==> config.mk <==
export PLATFORM = sky130hd
export DESIGN_NAME = root_counter_timer_bank_core_flat
export DESIGN_NICKNAME = d
export VERILOG_FILES = /design/src/hdl/rct_pkg.sv /design/src/hdl/rct_ifs.sv /design/src/hdl/root_counter_timer_bank_core.sv /design/src/flat_wrapper.sv
export SDC_FILE = /design/constraint.sdc
export NUM_CORES = 2
export LEC_CHECK = 0
export ABC_AREA = 1
export BUFFER_PORTS_ARGS = -buffer_cell sky130_fd_sc_hd__buf_2
export CAP_MARGIN = 20
export CORE_ASPECT_RATIO = 0.7
export CORE_UTILIZATION = 30
export CTS_CLUSTER_SIZE = 16
export DETAILED_ROUTE_END_ITERATION = 16
export PLACE_DENSITY = 0.48
export SLEW_MARGIN = 20
export SYNTH_ARGS = -nofsm -noshare
export SYNTH_HDL_FRONTEND = slang
export SYNTH_SLANG_ARGS = --single-unit
==> constraint.sdc <==
create_clock -name clk -period 8.65 [get_ports clk]
set_input_delay 1.73 -clock clk [delete_from_list [all_inputs] [get_ports clk]]
set_output_delay 1.73 -clock clk [all_outputs]
set_load 0.02 [all_outputs]
==> src/hdl/rct_pkg.sv <==
package rct_pkg;

    // Field widths
    localparam int ACT_W  = 3;
    localparam int IDX_W  = 2;
    localparam int VAL_W  = 16;
    localparam int PRE_W  = 24;
    localparam int MODE_W = 10;
    localparam int IRQ_W  = 7;
    localparam int MUL_W  = 25;

    typedef logic [ACT_W-1:0]  action_t;
    typedef logic [IDX_W-1:0]  index_t;
    typedef logic [VAL_W-1:0]  value_t;
    typedef logic [PRE_W-1:0]  presc_t;
    typedef logic [MODE_W-1:0] mode_t;
    typedef logic [IRQ_W-1:0]  irq_t;

    // Bus access codes
    localparam action_t ACT_TICK     = 3'd0;
    localparam action_t ACT_WR_COUNT = 3'd1;
    localparam action_t ACT_WR_MODE  = 3'd2;
    localparam action_t ACT_WR_TGT   = 3'd3;
    localparam action_t ACT_RD_COUNT = 3'd4;

    // Mode bits
    localparam mode_t MODE_GATE      = 10'h001;
    localparam mode_t MODE_IRQ_TGT   = 10'h010;
    localparam mode_t MODE_IRQ_ANY   = 10'h030;
    localparam mode_t MODE_REPEAT    = 10'h040;
    localparam mode_t MODE_SRC_MASK  = 10'h300;
    localparam mode_t MODE_SRC_DOT   = 10'h100;
    localparam mode_t MODE_SRC_SYS8  = 10'h200;
    localparam mode_t VSYNC_MODE_RST = 10'h058;

    localparam value_t COUNT_MAX     = 16'hffff;
    localparam value_t VSYNC_TGT_RST = 16'h0001;
    localparam presc_t SYS8_RATE     = 24'd8;
    localparam presc_t RATE_ONE      = 24'd1;

    localparam int IRQ_VSYNC_BIT = 0;
    localparam int IRQ_GEN_BASE  = 4;
    localparam int GATED_IDX     = 2;

    localparam int RESET_PERIOD = 564480;

    localparam int NUM_COUNTERS_DEF    = 4;
    localparam int LINES_PER_FRAME_DEF = 262;
    localparam int DOTS_PER_LINE_DEF   = 386;

    // Interrupt armed when an interrupt source is selected, except a gated counter 2
    function automatic logic arm_condition(input logic gated_idx, input mode_t mode);
        logic gated;
        gated = gated_idx && ((mode & MODE_GATE) != '0);
        return !gated && ((mode & MODE_IRQ_ANY) != '0);
    endfunction

endpackage

==> src/hdl/rct_ifs.sv <==
interface rct_cmd_if;
    logic             valid;
    logic             ready;
    rct_pkg::action_t action;
    rct_pkg::index_t  counter_index;
    rct_pkg::value_t  write_value;

    modport source (output valid, output action, output counter_index, output write_value,
                    input ready);
    modport sink   (input valid, input action, input counter_index, input write_value,
                    output ready);
endinterface

interface rct_result_if;
    logic            valid;
    logic            ready;
    rct_pkg::value_t read_count;
    rct_pkg::irq_t   irq_set;

    modport source (output valid, output read_count, output irq_set, input ready);
    modport sink   (input valid, input read_count, input irq_set, output ready);
endinterface

==> src/hdl/root_counter_timer_bank_core.sv <==
// The input register loads on the accepting edge and moves to the result register once that
// register is empty or taken. Throughput: 1 transaction per cycle unless a result is held;
// every counter updates in parallel on a tick.
// The line and frame rates are derived from vsync_period by constant reciprocal multiplies,
// registered together with the period, so they follow a configuration write at once.
// Reset (rst_n, asynchronous, active low): counters, prescalers and targets clear, vsync
// counter mode 0x58 target 1 and armed, vsync_period 564480; no clearing pass.
module root_counter_timer_bank_core #(
    parameter int NUM_COUNTERS    = rct_pkg::NUM_COUNTERS_DEF,
    parameter int LINES_PER_FRAME = rct_pkg::LINES_PER_FRAME_DEF,
    parameter int DOTS_PER_LINE   = rct_pkg::DOTS_PER_LINE_DEF
) (
    input  logic                 clk,
    input  logic                 rst_n,
    input  logic                 cfg_wr_en,
    input  rct_pkg::presc_t      cfg_wr_data,
    rct_cmd_if.sink              cmd,
    rct_result_if.source         result
);

    // The last counter is the vertical-sync counter
    localparam int VSYNC_IDX = NUM_COUNTERS - 1;
    localparam int NUM_GEN   = NUM_COUNTERS - 1;
    localparam int FRAME_DIV = DOTS_PER_LINE * LINES_PER_FRAME;

    // Exact floor division of a 24-bit value by a constant: multiply by the rounded-up
    // reciprocal scaled by 2^(24 + ceil(log2 d)), then shift back down
    localparam int PROD_W   = rct_pkg::PRE_W + rct_pkg::MUL_W;
    localparam int LINE_SH  = rct_pkg::PRE_W + $clog2(LINES_PER_FRAME);
    localparam int FRAME_SH = rct_pkg::PRE_W + $clog2(FRAME_DIV);
    localparam longint unsigned LINE_MUL =
        ((64'd1 << LINE_SH) + 64'(LINES_PER_FRAME) - 64'd1) / 64'(LINES_PER_FRAME);
    localparam longint unsigned FRAME_MUL =
        ((64'd1 << FRAME_SH) + 64'(FRAME_DIV) - 64'd1) / 64'(FRAME_DIV);

    localparam int RST_LINE_Q  = rct_pkg::RESET_PERIOD / LINES_PER_FRAME;
    localparam int RST_FRAME_Q = rct_pkg::RESET_PERIOD / FRAME_DIV;
    localparam int RST_LINE    = (RST_LINE_Q == 0) ? 1 : RST_LINE_Q;
    localparam int RST_FRAME   = (RST_FRAME_Q == 0) ? 1 : RST_FRAME_Q;

    // Configuration and derived rates
    rct_pkg::presc_t period_reg;
    rct_pkg::presc_t period_next;
    rct_pkg::presc_t rate_base;
    rct_pkg::presc_t line_rate_reg;
    rct_pkg::presc_t frame_rate_reg;
    rct_pkg::presc_t vsync_rate;
    logic [PROD_W-1:0] line_prod;
    logic [PROD_W-1:0] frame_prod;
    rct_pkg::presc_t line_quo;
    rct_pkg::presc_t frame_quo;
    rct_pkg::presc_t line_rate_next;
    rct_pkg::presc_t frame_rate_next;

    // Input register
    logic             in_valid_reg;
    rct_pkg::action_t in_act_reg;
    rct_pkg::index_t  in_idx_reg;
    rct_pkg::value_t  in_val_reg;

    // Result register
    logic            out_valid_reg;
    rct_pkg::value_t out_read_reg;
    rct_pkg::irq_t   out_irq_reg;
    rct_pkg::value_t read_next;
    rct_pkg::irq_t   irq_next;

    // Counter state
    rct_pkg::value_t value_reg    [NUM_COUNTERS];
    rct_pkg::value_t value_next   [NUM_COUNTERS];
    rct_pkg::presc_t presc_reg    [NUM_COUNTERS];
    rct_pkg::presc_t presc_next   [NUM_COUNTERS];
    rct_pkg::mode_t  mode_reg     [NUM_COUNTERS];
    rct_pkg::mode_t  mode_next    [NUM_COUNTERS];
    rct_pkg::value_t target_reg   [NUM_COUNTERS];
    rct_pkg::value_t target_next  [NUM_COUNTERS];
    rct_pkg::presc_t rate_reg     [NUM_GEN];
    rct_pkg::presc_t rate_next    [NUM_GEN];
    logic [NUM_COUNTERS-1:0] armed_reg;
    logic [NUM_COUNTERS-1:0] armed_next;

    logic advance;
    logic proc_fire;

    // The result register moves when empty or taken; the input register refills behind it
    assign advance      = !out_valid_reg || result.ready;
    assign proc_fire    = in_valid_reg && advance;
    assign cmd.ready    = !in_valid_reg || advance;

    assign result.valid      = out_valid_reg;
    assign result.read_count = out_read_reg;
    assign result.irq_set    = out_irq_reg;

    // A zero period runs as one tick per step
    assign vsync_rate = (period_reg == '0) ? rct_pkg::RATE_ONE : period_reg;

    // Derive the line and frame rates from the period being loaded, so they land with it
    assign period_next = cfg_wr_en ? cfg_wr_data : period_reg;
    assign rate_base   = (period_next == '0) ? rct_pkg::RATE_ONE : period_next;

    assign line_prod  = PROD_W'(rate_base) * PROD_W'(LINE_MUL);
    assign frame_prod = PROD_W'(rate_base) * PROD_W'(FRAME_MUL);
    assign line_quo   = rct_pkg::presc_t'(line_prod >> LINE_SH);
    assign frame_quo  = rct_pkg::presc_t'(frame_prod >> FRAME_SH);
    assign line_rate_next  = (line_quo == '0) ? rct_pkg::RATE_ONE : line_quo;
    assign frame_rate_next = (frame_quo == '0) ? rct_pkg::RATE_ONE : frame_quo;

    // Work out one transaction against the counter state
    always_comb
    begin
        logic            idx_ok;
        logic            sel;
        logic            hit;
        rct_pkg::presc_t eff_rate;
        rct_pkg::presc_t pre_inc;
        rct_pkg::value_t val_inc;
        rct_pkg::mode_t  new_mode;
        rct_pkg::mode_t  src;

        value_next  = value_reg;
        presc_next  = presc_reg;
        mode_next   = mode_reg;
        target_next = target_reg;
        rate_next   = rate_reg;
        armed_next  = armed_reg;
        read_next   = '0;
        irq_next    = '0;
        sel         = 1'b0;
        hit         = 1'b0;
        eff_rate    = rct_pkg::RATE_ONE;
        pre_inc     = '0;
        val_inc     = '0;
        new_mode    = in_val_reg[rct_pkg::MODE_W-1:0];
        src         = new_mode & rct_pkg::MODE_SRC_MASK;
        idx_ok      = 4'(in_idx_reg) < 4'(NUM_COUNTERS);

        if (proc_fire)
        begin
            unique case (in_act_reg)
                rct_pkg::ACT_TICK:
                begin
                    for (int i = 0; i < NUM_COUNTERS; i++)
                    begin
                        eff_rate = (i == VSYNC_IDX) ? vsync_rate : rate_reg[i % NUM_GEN];
                        pre_inc  = presc_reg[i] + rct_pkg::RATE_ONE;
                        val_inc  = value_reg[i] + rct_pkg::value_t'(1);
                        if (pre_inc < eff_rate)
                        begin
                            presc_next[i] = pre_inc;
                        end
                        else
                        begin
                            presc_next[i] = '0;
                            value_next[i] = val_inc;
                            if ((mode_reg[i] & rct_pkg::MODE_IRQ_TGT) != '0)
                                hit = (val_inc == target_reg[i]);
                            else
                                hit = (val_inc == rct_pkg::COUNT_MAX);
                            if (armed_reg[i] && hit)
                            begin
                                value_next[i] = '0;
                                if (i == VSYNC_IDX)
                                    irq_next[rct_pkg::IRQ_VSYNC_BIT] = 1'b1;
                                else if (rct_pkg::IRQ_GEN_BASE + i < rct_pkg::IRQ_W)
                                    irq_next = irq_next
                                        | (rct_pkg::irq_t'(1) << (rct_pkg::IRQ_GEN_BASE + i));
                                // Drop the arm unless repeating; vsync always repeats
                                if (i != VSYNC_IDX
                                    && (mode_reg[i] & rct_pkg::MODE_REPEAT) == '0)
                                    armed_next[i] = 1'b0;
                            end
                        end
                    end
                end
                rct_pkg::ACT_WR_COUNT:
                begin
                    for (int i = 0; i < NUM_COUNTERS; i++)
                    begin
                        sel = idx_ok && (4'(in_idx_reg) == 4'(i));
                        if (sel)
                        begin
                            value_next[i] = in_val_reg;
                            presc_next[i] = '0;
                            armed_next[i] = rct_pkg::arm_condition(i == rct_pkg::GATED_IDX,
                                                                   mode_reg[i]);
                        end
                    end
                end
                rct_pkg::ACT_WR_MODE:
                begin
                    for (int i = 0; i < NUM_COUNTERS; i++)
                    begin
                        sel = idx_ok && (4'(in_idx_reg) == 4'(i));
                        if (sel)
                        begin
                            mode_next[i]  = new_mode;
                            value_next[i] = '0;
                            presc_next[i] = '0;
                            armed_next[i] = rct_pkg::arm_condition(i == rct_pkg::GATED_IDX,
                                                                   new_mode);
                            // Pick the clock source; the vsync counter keeps its rate
                            if (i != VSYNC_IDX)
                            begin
                                if (i == 0 && src == rct_pkg::MODE_SRC_DOT)
                                    rate_next[i % NUM_GEN] = frame_rate_reg;
                                else if (i == 1 && src == rct_pkg::MODE_SRC_DOT)
                                    rate_next[i % NUM_GEN] = line_rate_reg;
                                else if (i == 2 && src == rct_pkg::MODE_SRC_SYS8)
                                    rate_next[i % NUM_GEN] = rct_pkg::SYS8_RATE;
                                else
                                    rate_next[i % NUM_GEN] = rct_pkg::RATE_ONE;
                            end
                        end
                    end
                end
                rct_pkg::ACT_WR_TGT:
                begin
                    for (int i = 0; i < NUM_COUNTERS; i++)
                    begin
                        sel = idx_ok && (4'(in_idx_reg) == 4'(i));
                        if (sel)
                        begin
                            target_next[i] = in_val_reg;
                            presc_next[i]  = '0;
                            armed_next[i]  = rct_pkg::arm_condition(i == rct_pkg::GATED_IDX,
                                                                    mode_reg[i]);
                        end
                    end
                end
                rct_pkg::ACT_RD_COUNT:
                begin
                    for (int i = 0; i < NUM_COUNTERS; i++)
                    begin
                        sel = idx_ok && (4'(in_idx_reg) == 4'(i));
                        if (sel)
                            read_next = value_reg[i];
                    end
                end
                default:
                begin
                    // Unused codes change nothing and return zeros
                end
            endcase
        end
    end

    always_ff @(posedge clk or negedge rst_n)
    begin
        if (!rst_n)
        begin
            period_reg     <= rct_pkg::presc_t'(rct_pkg::RESET_PERIOD);
            line_rate_reg  <= rct_pkg::presc_t'(RST_LINE);
            frame_rate_reg <= rct_pkg::presc_t'(RST_FRAME);
            in_valid_reg   <= 1'b0;
            in_act_reg     <= rct_pkg::ACT_TICK;
            in_idx_reg     <= '0;
            in_val_reg     <= '0;
            out_valid_reg  <= 1'b0;
            out_read_reg   <= '0;
            out_irq_reg    <= '0;
            for (int i = 0; i < NUM_COUNTERS; i++)
            begin
                value_reg[i]  <= '0;
                presc_reg[i]  <= '0;
                mode_reg[i]   <= (i == VSYNC_IDX) ? rct_pkg::VSYNC_MODE_RST : '0;
                target_reg[i] <= (i == VSYNC_IDX) ? rct_pkg::VSYNC_TGT_RST : '0;
                armed_reg[i]  <= (i == VSYNC_IDX);
            end
            for (int i = 0; i < NUM_GEN; i++)
                rate_reg[i] <= rct_pkg::RATE_ONE;
        end
        else
        begin
            period_reg     <= period_next;
            line_rate_reg  <= line_rate_next;
            frame_rate_reg <= frame_rate_next;

            // Hold the transaction until the result register can take its result
            if (cmd.valid && cmd.ready)
            begin
                in_valid_reg <= 1'b1;
                in_act_reg   <= cmd.action;
                in_idx_reg   <= cmd.counter_index;
                in_val_reg   <= cmd.write_value;
            end
            else if (advance)
            begin
                in_valid_reg <= 1'b0;
            end

            if (advance)
            begin
                out_valid_reg <= in_valid_reg;
                out_read_reg  <= read_next;
                out_irq_reg   <= irq_next;
            end

            value_reg  <= value_next;
            presc_reg  <= presc_next;
            mode_reg   <= mode_next;
            target_reg <= target_next;
            rate_reg   <= rate_next;
            armed_reg  <= armed_next;
        end
    end

`ifndef SYNTHESIS
    // Only a tick raises interrupt bits
    a_irq_only_on_tick: assert property (@(posedge clk) disable iff (!rst_n)
        proc_fire && in_act_reg != rct_pkg::ACT_TICK |-> irq_next == '0)
        else $error("interrupt raised by a bus access");

    // A mode write to counter 0 leaves its count at zero
    a_mode_clears_count: assert property (@(posedge clk) disable iff (!rst_n)
        proc_fire && in_act_reg == rct_pkg::ACT_WR_MODE && in_idx_reg == '0
        |=> value_reg[0] == '0)
        else $error("mode write did not clear the count");

    // A stalled transaction stays in the input register
    a_stall_holds: assert property (@(posedge clk) disable iff (!rst_n)
        in_valid_reg && !advance |=> in_valid_reg && $stable(in_act_reg)
                                     && $stable(in_idx_reg) && $stable(in_val_reg))
        else $error("stalled transaction lost");

    // Derived rates never fall to zero
    a_rates_nonzero: assert property (@(posedge clk) disable iff (!rst_n)
        line_rate_reg != '0 && frame_rate_reg != '0)
        else $error("derived rate is zero");
`endif

endmodule
==> src/flat_wrapper.sv <==
// flat-port wrapper written by rule: the top's interface ports become plain ports
module root_counter_timer_bank_core_flat 
#(
    parameter int NUM_COUNTERS    = rct_pkg::NUM_COUNTERS_DEF,
    parameter int LINES_PER_FRAME = rct_pkg::LINES_PER_FRAME_DEF,
    parameter int DOTS_PER_LINE   = rct_pkg::DOTS_PER_LINE_DEF
)
  (clk, rst_n, cfg_wr_en, cfg_wr_data, cmd_valid, cmd_action, cmd_counter_index, cmd_write_value, cmd_ready, result_valid, result_read_count, result_irq_set, result_ready);
  rct_cmd_if cmd_i ();
  rct_result_if result_i ();
  input  logic clk;
  input  logic rst_n;
  input  logic cfg_wr_en;
  input  rct_pkg::presc_t cfg_wr_data;
  input wire logic [$bits(cmd_i.valid)-1:0] cmd_valid;
  input wire logic [$bits(cmd_i.action)-1:0] cmd_action;
  input wire logic [$bits(cmd_i.counter_index)-1:0] cmd_counter_index;
  input wire logic [$bits(cmd_i.write_value)-1:0] cmd_write_value;
  output wire logic [$bits(cmd_i.ready)-1:0] cmd_ready;
  output wire logic [$bits(result_i.valid)-1:0] result_valid;
  output wire logic [$bits(result_i.read_count)-1:0] result_read_count;
  output wire logic [$bits(result_i.irq_set)-1:0] result_irq_set;
  input wire logic [$bits(result_i.ready)-1:0] result_ready;
  assign cmd_i.valid = cmd_valid;
  assign cmd_i.action = cmd_action;
  assign cmd_i.counter_index = cmd_counter_index;
  assign cmd_i.write_value = cmd_write_value;
  assign cmd_ready = cmd_i.ready;
  assign result_valid = result_i.valid;
  assign result_read_count = result_i.read_count;
  assign result_irq_set = result_i.irq_set;
  assign result_i.ready = result_ready;
  root_counter_timer_bank_core #(.NUM_COUNTERS(NUM_COUNTERS), .LINES_PER_FRAME(LINES_PER_FRAME), .DOTS_PER_LINE(DOTS_PER_LINE)) u_core (.clk(clk), .rst_n(rst_n), .cfg_wr_en(cfg_wr_en), .cfg_wr_data(cfg_wr_data), .cmd(cmd_i), .result(result_i));
endmodule
### Yosys cells after proc, flatten, opt, wreduce, memory -nomap -nowiden

Cells that the tools add are included.

| operators by class | value |
|---|---|
| add/sub/neg operators | 8 |
| multipliers | 2 |
| div/mod/pow operators | 0 |
| order comparisons | 4 |
| equal/unequal tests | 43 |
| shifts and indexed selects | 0 |
| muxes and demuxes | 87 |
| bitwise logic cells | 0 |
| reduce and logical (&&, ||, !) cells | 55 |

Operator list:

| kind | number |
|---|---|
| $mux W16 | 23 |
| $mux W24 | 13 |
| $pmux W64 S3 | 1 |
| $pmux W96 S2 | 1 |
| $add A24 B1 Y24 const B | 4 |
| $logic_not A24 Y1 | 4 |
| $lt A24 B24 Y1 | 4 |
| $mul A24 B24 Y48 const B | 2 |
| $add A16 B1 Y16 const B | 4 |
| $eq A16 B16 Y1 | 4 |
| $eq A16 B16 Y1 const B | 4 |
| $reduce_bool A10 Y1 | 5 |
| $ne A2 B1 Y1 const B | 22 |
| $mux W1 | 37 |
| $reduce_and A3 Y1 | 12 |
| $mux W7 | 5 |
| $logic_not A10 Y1 | 3 |
| $reduce_and A7 Y1 | 3 |
| $reduce_and A5 Y1 | 4 |
| $mux W5 | 2 |
| $pmux W3 S3 | 1 |
| $logic_and A1 B1 Y1 | 8 |
| $mux W8 | 1 |
| $ne A2 B2 Y1 const B | 4 |
| other kinds (17) | 28 |

| storage, ports and cells | value |
|---|---|
| register bits after elaboration | 445 |
| bits in latches | 0 |
| memory bits (writable) | 0 |
| ROM bits | 0 |
| bits of input ports | 50 |
| word-level logic and storage cells | 232 |
| memories | 0 |

### Depth between registers and ports, before layout

| depth | value |
|---|---|
| word-level depth | 17 |
| depth in mapped cells | 41 |

### Least setup slack after synthesis

No wires, ideal clock.

| path | value |
|---|---|
| path type | input to register |
| start | input port cfg_wr_en |
| end | register u_core.frame_rate_reg[0] |
| library setup time | 0.060 ns |
| arrival time | 8.972 ns |
| slack | -0.383 ns |
| stages on the path | 38 |
| cell sequence | clkbuf_1 -> buf_2 -> clkbuf_1 -> nand2_1 -> o21ai_0 -> ha_1 -> nand4_1 -> nor3_1 -> nand4_1 -> nor4_4 -> nor2_1 -> inv_1 -> ha_1 -> inv_1 -> fa_1 -> fa_1 -> inv_1 -> fa_1 -> [... 2 more ...] -> fa_1 -> inv_1 -> fa_1 -> ha_1 -> nand2_1 -> inv_1 -> nand2_1 -> nor3_1 -> nand2_1 -> nor3b_1 -> nand2_1 -> nand3_1 -> nand2_1 -> nand2_1 -> nand2_1 -> nor2_1 -> nand2_1 -> nand2_1 |

| on the way | value |
|---|---|
| cells in the longest elaborated chain, start to end | 6 |

RTL lines:

| element | RTL line | text |
|---|---|---|
| start, declared | flat_wrapper.sv:13 | `input logic cfg_wr_en;` |
| $mux W24 * | root_counter_timer_bank_core.sv:98 | `assign period_next = cfg_wr_en ? cfg_wr_data : period_reg;` |
| $logic_not A24 Y1 | root_counter_timer_bank_core.sv:99 | `assign rate_base = (period_next == '0) ? rct_pkg::RATE_ONE : period_next;` |
| $mux W24 * | root_counter_timer_bank_core.sv:99 |  |
| $mul A24 B24 Y48 * | root_counter_timer_bank_core.sv:102 | `assign frame_prod = PROD_W'(rate_base) * PROD_W'(FRAME_MUL);` |
| $logic_not A24 Y1 | root_counter_timer_bank_core.sv:106 | `assign frame_rate_next = (frame_quo == '0) ? rct_pkg::RATE_ONE : frame_quo;` |
| $mux W8 * | root_counter_timer_bank_core.sv:106 |  |
| net u_core.frame_rate_next[0] | root_counter_timer_bank_core.sv:53 | `rct_pkg::presc_t frame_rate_next;` |
| end signal, assigned | root_counter_timer_bank_core.sv:253 | `frame_rate_reg <= rct_pkg::presc_t'(RST_FRAME);` |
| end signal, assigned | root_counter_timer_bank_core.sv:276 | `frame_rate_reg <= frame_rate_next;` |
| end, declared | root_counter_timer_bank_core.sv:46 | `rct_pkg::presc_t frame_rate_reg;` |

The timed path passes the listed nets; every way through them passes the cells marked *.
A chain may end at the register's enable or synchronous reset.

### Final worst setup path

| path | value |
|---|---|
| start | input port cfg_wr_en |
| end | register u_core.line_rate_reg[0] |

| on the way | value |
|---|---|
| cells in the longest elaborated chain, start to end | 6 |

RTL lines:

| element | RTL line | text |
|---|---|---|
| $mux W24 * | root_counter_timer_bank_core.sv:98 |  |
| $logic_not A24 Y1 | root_counter_timer_bank_core.sv:99 |  |
| $mux W24 * | root_counter_timer_bank_core.sv:99 |  |
| $mul A24 B24 Y48 * | root_counter_timer_bank_core.sv:101 | `assign line_prod = PROD_W'(rate_base) * PROD_W'(LINE_MUL);` |
| $logic_not A24 Y1 | root_counter_timer_bank_core.sv:105 | `assign line_rate_next = (line_quo == '0) ? rct_pkg::RATE_ONE : line_quo;` |
| $mux W16 * | root_counter_timer_bank_core.sv:105 |  |
| net u_core.line_rate_next[0] | root_counter_timer_bank_core.sv:52 | `rct_pkg::presc_t line_rate_next;` |
| end signal, assigned | root_counter_timer_bank_core.sv:252 | `line_rate_reg <= rct_pkg::presc_t'(RST_LINE);` |
| end signal, assigned | root_counter_timer_bank_core.sv:275 | `line_rate_reg <= line_rate_next;` |
| end, declared | root_counter_timer_bank_core.sv:45 | `rct_pkg::presc_t line_rate_reg;` |

Marks and branches as above.

==> reports/qor.csv <==
metric;value;unit
violated checks;setup timing;
max reg flops;96;
gr ovfl total;0;
antenna viol nets, final;0;
RSZ-0062 raised after global routing;true;
number of port buffers;71;
core area;138600;um^2
die area;141800;um^2
Slew Viols, Final;0;
worst reg2reg setup slack;0.82;ns
Chip Width;449.7;um
status;finished, violations left;
crit-path max cell delay;0.58;ns
# setup viols final;1;
vias in the first global route;35930;
Nets;6886;
Avg Cell Area, Syn;7.716;um^2
Root Buffer Master;clkbuf_16;
clk_lat worst skew;0.65;ns
CP max stage cell;fa_2;
Num CTS Buffers;45;
Worst EP required;9.18;ns
Die Height;315.4;um
skew final;0.06358;ns
Post-Syn Instances;5454;
Pre-antenna DRT Iters;6;
Fmax;115.0;MHz
HPWL after DPL;139700;um
CP Max Fanout;7;
kind of critical path;in -> reg;
EDFF count, synth;0;
slew margin rel.;34.81;%
H-tree depth;2;
synth warn;0;
min Tclk post-route;8.695;ns
largest net degree at the start of global routing;119;
post-place setup slack;-0.7180;ns
drt initial violations;3478;
Clock Pin Slew Worst Setup and Hold Paths;0.06;ns
top_reg_cell synth;dfrtp_1;
routed vias;37550;
area grow syn2layout;20.54;%
drt wl/cell;21.31;um
synthesized flop and latch total;357;
Sink Count;357;
diodes inserted;0;
Avg Vias per Cell;4.805;
antenna violations before repair;0;
Async SR Flop Fraction;100.0;%
Least-Margin Pin Slew;0.9768;ns
final setup margin;-0.04466;ns
Placer Congestion;1.027;
Max Cap Viol;0;
Post-Layout Inst Area;50730;um^2
number of I/O pins;75;
drt total wl;166600;um
first-pass GRT wire length;243500;um
Hold WS;0.4672;ns
Worst setup EP type;register;
placed cell areas;47900;um^2
worst min-delay path class;reg -> reg;
layout cells sized above 1;16.13;%
FP Rows;114;
CTS tree;done;
DRC;0;
Seq/Total Area, Yosys;21.28;%
mapped cell area;42090;um^2
CP Launch Type;primary input;
final core utilization;36.59;%
CP Data Arrival Time;9.23;ns
synth unique cells;59;
Final Hold Viols;0;
final cycle utilization of the critical path;100.5;%
Initial Utilization;30.36;%
Max Root-Sink Buffers;3;
GR Util All Layers;23.38;%
area by class of cell:
type	instances	area, um^2
Tap cell	1856	2322
Multi-Input combinational cell	3813	29370
Clock buffer	60	1272
Clock inverter	22	347.8
Fill cell	14710	87910
Sequential cell	357	8957
Inverter	1198	4499
Timing Repair Buffer	508	3960
stage by stage:
| stage | std cells | TNS (ns) |
|---|---|---|
| 2_1_floorplan | 5456 | -0.3792 |
| 3_3_place_gp | 7716 | -9.019 |
| 3_5_place_dp | 7717 | -10.52 |
| 4_1_cts | 7799 | 0 |
| 5_1_grt | 7814 | -0.7521 |
| 6_report | 7814 | -0.04466 |
final timing paths:
kind / from / end / depth (start not counted)
max: cfg_wr_en / u_core.line_rate_reg[0] / 35
min: u_core.line_rate_reg[7] / u_core.rate_reg[31] / 2
max reg2reg: u_core.period_reg[20] / u_core.line_rate_reg[0] / 33
min reg2reg: u_core.line_rate_reg[7] / u_core.rate_reg[31] / 2
max in group asynchronous: rst_n / u_core.armed_reg[3] / 3
min in group asynchronous: rst_n / u_core.period_reg[4] / 1
timing repair:
item                                    4_1_cts  5_1_grt
buffers inserted                              0       15
pin swaps                                     3      117
endpoints found under the setup margin        2       24
gates cloned                                  0        3
hold buffers                                  0        0
resized for setup                             1      268
cell usage in the layout, fill, tap and decap left out, types with 172 or more instances in the layout:
cell / Yosys / routed
inv_1: 1188 / 1161
nand2_1: 1194 / 1136
nor2_1: 537 / 483
ha_1: 471 / 437
fa_1: 442 / 421
buf_4: 11 / 408
dfrtp_1: 338 / 338
nand3_1: 254 / 245
o21ai_0: 266 / 238
a21oi_1: 189 / 172
critical path: cells and delay by family:
| kind | cells | cell delay (ns) |
|---|---|---|
| simple gates | 17 | 2.28 |
| buf+inv | 8 | 0.89 |
| compound gates | 1 | 0.16 |
| fa+ha+maj | 9 | 4.15 |
cell usage after synthesis (24+ instances only):
| library cell | instances | area, um^2 |
|---|---|---|
| o21ai_0 | 266 | 1331 |
| nand4_1 | 76 | 475.5 |
| nor2_1 | 537 | 2016 |
| nor3_1 | 48 | 240.2 |
| a21oi_1 | 189 | 945.9 |
| nand2_1 | 1194 | 4482 |
| nand3_1 | 254 | 1271 |
| ha_1 | 471 | 5893 |
| o21bai_1 | 24 | 180.2 |
| clkbuf_1 | 51 | 191.4 |
| nor2_2 | 25 | 156.4 |
| dfrtp_1 | 338 | 8458 |
| inv_1 | 1188 | 4459 |
| fa_1 | 442 | 8848 |
| xor2_1 | 55 | 481.7 |
cells by family (layout without fill, tap and decap cells):
family / after synthesis / after routing / synth area share, %
AO/OA/AOI/OAI: 600 / 600 / 8.036
XOR/XNOR: 73 / 73 / 1.588
adder cells (fa/ha/maj): 913 / 913 / 35.03
buffers and inverters: 1286 / 1788 / 11.76
flip-flops: 357 / 357 / 21.28
other: 1 / 3 / 0.008910
AND/OR/NAND/NOR: 2224 / 2224 / 22.29
per-layer routing:
layer  track usage, %  routed length [um]
met1            38.94               88370
met2            27.33               56070
met3            8.929               20220
met5                0                   0
met4            2.767                1894
Power is not shown: default switching activity piles up to over one toggle a cycle in this logic, so the estimate is an artifact.
